===== src/wis_pkg.sv =====
package wis_pkg;

  // field widths fixed by the interface
  localparam int TIME_W  = 16;
  localparam int TOTAL_W = 22;

  // one stored interval
  typedef struct packed {
    logic [TIME_W-1:0] finish;
    logic [TIME_W-1:0] start;
  } pair_t;

  // operations of the shared arithmetic unit
  typedef enum logic [1:0] {
    ALU_SPAN,
    ALU_GT,
    ALU_ADDMAX
  } alu_op_t;

endpackage


===== src/wis_ram.sv =====
module wis_ram import wis_pkg::*; #(
  parameter int W  = 32,
  parameter int D  = 64,
  parameter int AW = 6
) (
  input  logic          clk,
  input  logic          we,
  input  logic [AW-1:0] waddr,
  input  logic [W-1:0]  wdata,
  input  logic [AW-1:0] raddr,
  output logic [W-1:0]  rdata_r
);

  logic [W-1:0] mem [D];

  // one write port, one registered read port
  always_ff @(posedge clk) begin
    if (we) begin
      mem[waddr] <= wdata;
    end
    rdata_r <= mem[raddr];
  end

endmodule


===== src/wis_alu.sv =====
module wis_alu import wis_pkg::*; #(
  parameter int W = 23
) (
  input  alu_op_t      op,
  input  logic [W-1:0] x,
  input  logic [W-1:0] y,
  input  logic [W-1:0] z,
  output logic [W-1:0] res,
  output logic         flag
);

  logic [W-1:0] sum;
  logic         gt;

  assign gt  = x > y;
  assign sum = x + y;

  // span clamps at zero, addmax keeps the larger of x + y and z
  always_comb begin
    res  = '0;
    flag = 1'b0;
    unique case (op)
      ALU_SPAN: begin
        res  = gt ? (x - y) : '0;
        flag = gt;
      end
      ALU_GT: begin
        flag = gt;
      end
      ALU_ADDMAX: begin
        flag = sum > z;
        res  = flag ? sum : z;
      end
      default: begin
        res  = '0;
        flag = 1'b0;
      end
    endcase
  end

endmodule


===== src/weighted_interval_schedule.sv =====
// Weighted interval scheduling, weight of an interval being its duration.
// Input channel (in_*): one interval per transfer, start and finish in tdata,
// tlast marks the final interval of a set. Each interval is put in place by
// insertion on arrival (stable by finish time), shifting up each stored
// interval with a later finish; the first interval goes straight in and a
// dropped interval is not stored.
// in_tready is low while an insertion or the table fill runs.
// Intervals beyond MAX_INTERVALS are dropped; their tlast still ends the set.
// After the last interval the table is filled over the sorted set with one
// shared add/compare unit, reading one earlier entry per cycle.
// Output channel (out_*): one transfer per set with the best total.
// The result sits in an output register; new intervals are accepted while it
// waits, and a following result holds the block until the first is taken.
// Reset (rst_n low, synchronous) empties the set and drops a pending result.
module weighted_interval_schedule import wis_pkg::*; #(
  parameter int MAX_INTERVALS = 64
) (
  input  logic        clk,
  input  logic        rst_n,
  input  logic        in_tvalid,
  output logic        in_tready,
  input  logic [31:0] in_tdata,   // start_time [15:0], finish_time [31:16]
  input  logic        in_tlast,   // last_interval
  output logic        out_tvalid,
  input  logic        out_tready,
  output logic [23:0] out_tdata   // best_total [21:0], zero [23:22]
);

  localparam int AW = (MAX_INTERVALS > 1) ? $clog2(MAX_INTERVALS) : 1;
  localparam int CW = $clog2(MAX_INTERVALS + 1);
  localparam int BW = TIME_W + CW;

  typedef enum logic [3:0] {
    S_IDLE,
    S_INS_CMP,
    S_INS_PUT,
    S_F_RDI,
    S_F_GETI,
    S_F_MAXI,
    S_F_K,
    S_F_WR,
    S_DONE
  } state_t;

  state_t              state_r, state_nxt;
  logic [CW-1:0]       count_r, count_nxt;
  pair_t               key_r, key_nxt;
  logic                last_r, last_nxt;
  logic [AW-1:0]       j_r, j_nxt;
  logic [AW-1:0]       i_r, i_nxt;
  logic [AW-1:0]       k_r, k_nxt;
  logic [TIME_W-1:0]   si_r, si_nxt;
  logic [BW-1:0]       d_r, d_nxt;
  logic [BW-1:0]       b_r, b_nxt;
  logic [BW-1:0]       prev_r, prev_nxt;
  logic                out_valid_r, out_valid_nxt;
  logic [TOTAL_W-1:0]  out_data_r, out_data_nxt;

  // memory ports
  logic                pair_we;
  logic [AW-1:0]       pair_waddr;
  pair_t               pair_wdata;
  pair_t               pair_rdata;
  logic                best_we;
  logic [AW-1:0]       rd_addr;
  logic [BW-1:0]       best_rdata;

  // shared unit
  alu_op_t             alu_op;
  logic [BW-1:0]       alu_x, alu_y, alu_z, alu_res;
  logic                alu_flag;

  logic                in_acc;
  pair_t               in_pair;
  logic [TOTAL_W+BW-1:0] b_ext;

  assign in_tready  = (state_r == S_IDLE);
  assign in_acc     = in_tvalid && in_tready;
  assign in_pair    = in_tdata;
  assign out_tvalid = out_valid_r;
  assign out_tdata  = {{(24 - TOTAL_W){1'b0}}, out_data_r};
  assign b_ext      = {{TOTAL_W{1'b0}}, b_r};

  wis_ram #(.W($bits(pair_t)), .D(MAX_INTERVALS), .AW(AW)) u_pair_ram (
    .clk     (clk),
    .we      (pair_we),
    .waddr   (pair_waddr),
    .wdata   (pair_wdata),
    .raddr   (rd_addr),
    .rdata_r (pair_rdata)
  );

  wis_ram #(.W(BW), .D(MAX_INTERVALS), .AW(AW)) u_best_ram (
    .clk     (clk),
    .we      (best_we),
    .waddr   (i_r),
    .wdata   (b_r),
    .raddr   (rd_addr),
    .rdata_r (best_rdata)
  );

  wis_alu #(.W(BW)) u_alu (
    .op   (alu_op),
    .x    (alu_x),
    .y    (alu_y),
    .z    (alu_z),
    .res  (alu_res),
    .flag (alu_flag)
  );

  // sequencer
  always_comb begin
    state_nxt     = state_r;
    count_nxt     = count_r;
    key_nxt       = key_r;
    last_nxt      = last_r;
    j_nxt         = j_r;
    i_nxt         = i_r;
    k_nxt         = k_r;
    si_nxt        = si_r;
    d_nxt         = d_r;
    b_nxt         = b_r;
    prev_nxt      = prev_r;
    out_valid_nxt = out_valid_r;
    out_data_nxt  = out_data_r;
    pair_we       = 1'b0;
    pair_waddr    = j_r;
    pair_wdata    = key_r;
    best_we       = 1'b0;
    rd_addr       = k_r;
    alu_op        = ALU_GT;
    alu_x         = BW'(pair_rdata.finish);
    alu_y         = BW'(key_r.finish);
    alu_z         = b_r;

    // result register drains on transfer
    if (out_valid_r && out_tready) begin
      out_valid_nxt = 1'b0;
    end

    unique case (state_r)
      S_IDLE: begin
        if (in_acc) begin
          key_nxt  = in_pair;
          last_nxt = in_tlast;
          i_nxt    = '0;
          prev_nxt = '0;
          if (count_r < CW'(MAX_INTERVALS)) begin
            j_nxt = count_r[AW-1:0];
            if (count_r == '0) begin
              // first entry goes straight in
              pair_we    = 1'b1;
              pair_waddr = '0;
              pair_wdata = in_pair;
              count_nxt  = count_r + CW'(1);
              state_nxt  = in_tlast ? S_F_RDI : S_IDLE;
            end else begin
              rd_addr   = count_r[AW-1:0] - AW'(1);
              state_nxt = S_INS_CMP;
            end
          end else begin
            // store full: drop the interval
            state_nxt = in_tlast ? S_F_RDI : S_IDLE;
          end
        end
      end

      S_INS_CMP: begin
        // entry j-1 is in pair_rdata; shift it up while its finish is later
        alu_op     = ALU_GT;
        pair_we    = 1'b1;
        pair_waddr = j_r;
        if (alu_flag) begin
          pair_wdata = pair_rdata;
          j_nxt      = j_r - AW'(1);
          if (j_r == AW'(1)) begin
            state_nxt = S_INS_PUT;
          end else begin
            rd_addr = j_r - AW'(2);
          end
        end else begin
          pair_wdata = key_r;
          count_nxt  = count_r + CW'(1);
          state_nxt  = last_r ? S_F_RDI : S_IDLE;
        end
      end

      S_INS_PUT: begin
        pair_we    = 1'b1;
        pair_waddr = '0;
        pair_wdata = key_r;
        count_nxt  = count_r + CW'(1);
        state_nxt  = last_r ? S_F_RDI : S_IDLE;
      end

      S_F_RDI: begin
        if (count_r == '0) begin
          // empty set answers zero
          b_nxt     = '0;
          state_nxt = S_DONE;
        end else begin
          rd_addr   = i_r;
          state_nxt = S_F_GETI;
        end
      end

      S_F_GETI: begin
        // duration of interval i
        alu_op    = ALU_SPAN;
        alu_x     = BW'(pair_rdata.finish);
        alu_y     = BW'(pair_rdata.start);
        d_nxt     = alu_res;
        si_nxt    = pair_rdata.start;
        state_nxt = S_F_MAXI;
      end

      S_F_MAXI: begin
        // taken alone, or the best of the previous row
        alu_op    = ALU_ADDMAX;
        alu_x     = d_r;
        alu_y     = '0;
        alu_z     = prev_r;
        b_nxt     = alu_res;
        k_nxt     = '0;
        rd_addr   = '0;
        state_nxt = (i_r == '0) ? S_F_WR : S_F_K;
      end

      S_F_K: begin
        // combine with an earlier compatible interval k
        alu_op = ALU_ADDMAX;
        alu_x  = d_r;
        alu_y  = best_rdata;
        alu_z  = b_r;
        if (si_r >= pair_rdata.finish) begin
          b_nxt = alu_res;
        end
        if (k_r == i_r - AW'(1)) begin
          state_nxt = S_F_WR;
        end else begin
          k_nxt   = k_r + AW'(1);
          rd_addr = k_r + AW'(1);
        end
      end

      S_F_WR: begin
        best_we  = 1'b1;
        prev_nxt = b_r;
        if (CW'(i_r) == count_r - CW'(1)) begin
          state_nxt = S_DONE;
        end else begin
          i_nxt     = i_r + AW'(1);
          state_nxt = S_F_RDI;
        end
      end

      S_DONE: begin
        if (!out_valid_r) begin
          out_valid_nxt = 1'b1;
          out_data_nxt  = b_ext[TOTAL_W-1:0];
          count_nxt     = '0;
          state_nxt     = S_IDLE;
        end
      end

      default: begin
        state_nxt = S_IDLE;
      end
    endcase
  end

  // state and registered outputs
  always_ff @(posedge clk) begin
    if (!rst_n) begin
      state_r     <= S_IDLE;
      count_r     <= '0;
      out_valid_r <= 1'b0;
    end else begin
      state_r     <= state_nxt;
      count_r     <= count_nxt;
      out_valid_r <= out_valid_nxt;
    end
    key_r      <= key_nxt;
    last_r     <= last_nxt;
    j_r        <= j_nxt;
    i_r        <= i_nxt;
    k_r        <= k_nxt;
    si_r       <= si_nxt;
    d_r        <= d_nxt;
    b_r        <= b_nxt;
    prev_r     <= prev_nxt;
    out_data_r <= out_data_nxt;
  end

endmodule


===== config.mk =====
export PLATFORM = sky130hd
export DESIGN_NAME = weighted_interval_schedule
export DESIGN_NICKNAME = d
export VERILOG_FILES = /design/src/wis_pkg.sv /design/src/wis_ram.sv /design/src/wis_alu.sv /design/src/weighted_interval_schedule.sv
export SDC_FILE = /design/constraint.sdc
export NUM_CORES = 2
export LEC_CHECK = 0
export BUFFER_PORTS_ARGS = -buffer_cell sky130_fd_sc_hd__clkbuf_2
export CAP_MARGIN = 20
export CORE_ASPECT_RATIO = 1.75
export CORE_UTILIZATION = 60
export CTS_BUF_LIST = sky130_fd_sc_hd__clkbuf_2 sky130_fd_sc_hd__clkbuf_4 sky130_fd_sc_hd__clkbuf_8
export DETAILED_ROUTE_END_ITERATION = 12
export GPL_ROUTABILITY_DRIVEN = 1
export PLACE_DENSITY = 0.76
export REMOVE_ABC_BUFFERS = 1
export SYNTH_ARGS = -nofsm -noshare
export SYNTH_HDL_FRONTEND = slang
export SYNTH_SLANG_ARGS = --single-unit

===== constraint.sdc =====
create_clock -name clk -period 23.7 [get_ports clk]
set_input_delay 4.74 -clock clk [delete_from_list [all_inputs] [get_ports clk]]
set_output_delay 4.74 -clock clk [all_outputs]
set_load 0.05 [all_outputs]

==> results.py <==
metrics = {
    "floorplanning": {
        "std_cell_rows": 239,
        "floorplan.die_area_um2": 245200,
        "dieWidth_um": 374.7,
        "vert_die_dim_um": 654.3,
        "ioPinCount": 63,
        "initial_utilization_pct": 60.30,
        "floorplan.core_area_um2": 241900,
    },
    "setup_path": {
        "timing.critical_path.arrival_ps": 14830,
        "critical_path.max_fanout": 43,
        "criticalPathCategory": "reg2reg",
        "timing.critical_path.to_type": "flop",
        "crit_required_ps": 24570,
        "critical-path-max-stage-delay_ps": 830,
        "timing.critical_path.mode_cell": "sky130_fd_sc_hd__buf_4",
        "setup.worst_path.start_class": "flop",
        "timing.critical_path.slowest_stage_cell": "sky130_fd_sc_hd__a22oi_1",
    },
    "clock_network": {
        "cts_made_buffers": 489,
        "clk_pin_slew_ps": 70,
        "clock_h_tree_levels": 5,
        "cts_repair_resize_count": 0,
        "clock_tree_from_tritoncts": "yes",
        "clock_latency_ps": 1100,
        "tritoncts_num_sinks": 3745,
        "post_cts.repair.setup_buffers": 0,
        "root_buffer": "sky130_fd_sc_hd__clkbuf_8",
        "holdBufCountCts": 0,
        "clock_path_buffers": 4,
    },
    "synth": {
        "synth_sequential_area_ratio_pct": 76.64,
        "synth_area_leader_cell": "sky130_fd_sc_hd__edfxtp_1",
        "area_of_the_mapped_netlist_um2": 145900,
        "synthesis.instances": 7088,
        "async_flop_share_pct": 0,
        "yosys_warnings": 0,
        "synth.avg_cell_area_um2": 20.58,
        "flip_flop_and_latch_count_after_synthesis": 3745,
        "post_synth_edffs": 3678,
        "post-synth-top-area-fraction_pct": 75.72,
        "ys_types": 102,
        "area_contributors_post_synth": "sky130_fd_sc_hd__edfxtp_1 (76%), sky130_fd_sc_hd__mux4_2 (13%), sky130_fd_sc_hd__a22oi_1 (1.6%), sky130_fd_sc_hd__dfxtp_1 (0.92%), sky130_fd_sc_hd__ha_1 (0.81%)",
        "synth_ff_type": "sky130_fd_sc_hd__edfxtp_1",
    },
    "placed_design": {
        "place.port_buffers": 60,
        "placedCellCount": 10130,
        "final_hpwl_from_detailed_placement_mm": 242.0,
        "gpl.final_weighted_congestion": 0.9540,
    },
    "pwr": {
        "power.static_leakage_nw": 51.04,
        "vdd.ir_drop.worst_mv": 0.2059,
        "powerDensity_nw_per_um2": 153.8,
        "power.total_mw": 24.83,
    },
    "global_routing": {
        "grt_max_degree": 101,
        "global_route_wire_length_before_repair_mm": 566.5,
        "grt_overflow_total": 0,
        "initial_antenna_violation_count": 13,
        "grt_util_overall_pct": 33.45,
        "grt_pass1_vias": 76870,
    },
    "sta": {
        "fin_crit_sh_pct": 58.91,
        "final_period_minus_worst_setup_slack_ps": 13960,
        "rsz0062_at_grt": "no",
        "timing.final.max_slew_violations": 0,
        "clock.fmax_mhz": 71.62,
        "report.final.hold_viol_count": 0,
        "fin_worst_hold_slack_ps": 531.0,
        "final-setup-viol-count": 0,
        "worst_slew_pin_slew_ps": 1496,
        "finalClockSkew_ps": 107.0,
        "max_slew_headroom_pct": 0.2771,
    },
    "finish": {
        "share_of_layout_cells_above_drive_strength_1_pct": 27.14,
        "finish.cell_count_without_fillers": 11050,
        "multi_input_comb_area_um2": 32780,
        "area.sequential_um2": 111800,
        "fillers": 14960,
        "design.final.nets": 7631,
        "final_core_util_pct": 66.73,
        "areaGrowthSynthToFinish_pct": 10.67,
    },
    "job": {
        "max-cap-violations": 0,
    },
    "routing": {
        "wirelength_mm": 408.5,
        "drt-initial-drc-count": 10330,
        "antenna_violating_nets_left": 0,
        "vias_cell": 6.906,
        "firstDrtPassIters": 8,
        "via_count": 76310,
        "drc": 0,
        "per_cell_routed_wire_length_um": 36.97,
    },
    "hold_path": {
        "holdCritPathClass": "reg2reg",
    },
    "run_status": {
        "outcome": "complete, no violations",
    },
}
per-stage QoR:
stage / instance area (um2) / setup WS [ps] / TNS (ps)
2_1_floorplan: 144000 / -29250 / -1355470
3_3_place_gp: 151000 / 9997 / 0
3_5_place_dp: 151100 / 10090 / 0
4_1_cts: 161200 / 10040 / 0
5_1_grt: 161400 / 9313 / 0
6_report: 161400 / 9738 / 0
Yosys cell counts (10+ instances only):
cell type / n
sky130_fd_sc_hd__dfxtp_1: 67
sky130_fd_sc_hd__buf_1: 34
sky130_fd_sc_hd__a222oi_1: 31
sky130_fd_sc_hd__inv_1: 101
sky130_fd_sc_hd__nor3b_1: 10
sky130_fd_sc_hd__a22oi_1: 310
sky130_fd_sc_hd__ha_1: 94
sky130_fd_sc_hd__nor2_1: 233
sky130_fd_sc_hd__xnor2_1: 51
sky130_fd_sc_hd__mux2i_1: 93
sky130_fd_sc_hd__clkbuf_1: 177
sky130_fd_sc_hd__a22o_1: 98
sky130_fd_sc_hd__nand4_1: 65
sky130_fd_sc_hd__o21bai_1: 15
sky130_fd_sc_hd__nand3_1: 120
sky130_fd_sc_hd__a21oi_1: 99
sky130_fd_sc_hd__or3_1: 18
sky130_fd_sc_hd__and3_1: 24
sky130_fd_sc_hd__buf_2: 133
sky130_fd_sc_hd__o21ai_0: 71
sky130_fd_sc_hd__a31oi_1: 27
sky130_fd_sc_hd__mux4_2: 814
sky130_fd_sc_hd__buf_6: 14
sky130_fd_sc_hd__a21o_1: 28
sky130_fd_sc_hd__a221oi_1: 10
sky130_fd_sc_hd__edfxtp_1: 3678
sky130_fd_sc_hd__nand2_1: 280
sky130_fd_sc_hd__o22ai_1: 32
sky130_fd_sc_hd__nor3_1: 73
sky130_fd_sc_hd__a211oi_1: 22
sky130_fd_sc_hd__xor2_1: 23
sky130_fd_sc_hd__nand2b_1: 14
sky130_fd_sc_hd__and2_1: 37
sky130_fd_sc_hd__buf_4: 28
layout by cell type, fill, tap and decap left out, types with 70 or more instances in the layout:
cell | Yosys | final
sky130_fd_sc_hd__clkbuf_8 | 0 | 524
sky130_fd_sc_hd__o21ai_0 | 71 | 70
sky130_fd_sc_hd__nand3_1 | 120 | 119
sky130_fd_sc_hd__nand2_1 | 280 | 279
sky130_fd_sc_hd__nor2_4 | 0 | 101
sky130_fd_sc_hd__nor2_1 | 233 | 99
sky130_fd_sc_hd__inv_1 | 101 | 71
sky130_fd_sc_hd__buf_4 | 28 | 227
sky130_fd_sc_hd__mux2i_1 | 93 | 93
sky130_fd_sc_hd__mux4_2 | 814 | 814
sky130_fd_sc_hd__clkbuf_4 | 0 | 119
sky130_fd_sc_hd__clkinv_2 | 0 | 94
sky130_fd_sc_hd__a21oi_1 | 99 | 98
sky130_fd_sc_hd__ha_1 | 94 | 94
sky130_fd_sc_hd__clkinv_1 | 2 | 112
sky130_fd_sc_hd__edfxtp_1 | 3678 | 3678
sky130_fd_sc_hd__a22o_1 | 98 | 98
sky130_fd_sc_hd__a22oi_1 | 310 | 310
worst max-delay path, delay by kind of cell, from the launching register on:
kind / cells / cell delay (ps)
AO/OA/AOI/OAI: 13 / 5130
adder cells (fa/ha/maj): 2 / 740
XOR/XNOR: 1 / 170
multiplexers: 1 / 440
AND/OR/NAND/NOR: 11 / 3170
flip-flops: 1 / 630
buffers and inverters: 6 / 3350
routing by layer:
metal  track usage (%)  vias to the layer above  wire (um)
li1                  -                    30440          -
met1             37.04                    39600     124400
met2             55.65                     5049     204400
met3             6.290                     1218      37520
met4             29.19                        8      42090
met5                 0                        -         52
registers in the layout, summed over array words and instances, names as in the netlist, 23 cells and up:
| name | count |
|---|---|
| b_r | 23 |
| d_r | 23 |
| key_r | 32 |
| prev_r | 23 |
| u_best_ram.mem | 1472 |
| u_best_ram.rdata_r | 23 |
| u_pair_ram.mem | 2048 |
| u_pair_ram.rdata_r | 32 |
report_power, final:
group	internal, mW	switching, mW	total (mW)
clock network	2.57	2.38	4.96
logic	4.00	7.12	11.1
registers	8.56	0.191	8.75
total	15.1	9.69	24.8
path summary, 6_finish.rpt:
kind,from,endpoint,slack [ps],depth (start not counted)
setup / recovery,state_r[3]$_SDFFE_PN0P_,u_best_ram.rdata_r[20]$_DFF_P_,9740,34
hold / removal,u_pair_ram.rdata_r[2]$_DFF_P_,si_r[2]$_DFFE_PP_,530,0
setup reg to reg,state_r[3]$_SDFFE_PN0P_,u_best_ram.rdata_r[20]$_DFF_P_,9740,34
hold reg to reg,u_pair_ram.rdata_r[2]$_DFF_P_,si_r[2]$_DFFE_PP_,530,0
final cells by class:
type / instances / area share (%)
sequential: 3745 / 69.25
multi-input combinational: 2852 / 20.31
clock buffer: 643 / 5.021
tap: 3133 / 2.428
timing repair buffer: 307 / 1.475
clock inverter: 253 / 1.255
inverter: 103 / 0.2395
antenna: 13 / 0.02015
cell families after synthesis:
group	synth area share [%]
flip-flops	76.64
AND/OR/NAND/NOR	3.125
multiplexers	13.21
AO/OA/AOI/OAI	4.196
buffers and inverters	1.547
adder cells (fa/ha/maj)	0.8338
XOR/XNOR	0.4443
other	0.002571
Note: power is estimated with default switching activity, not from simulation.
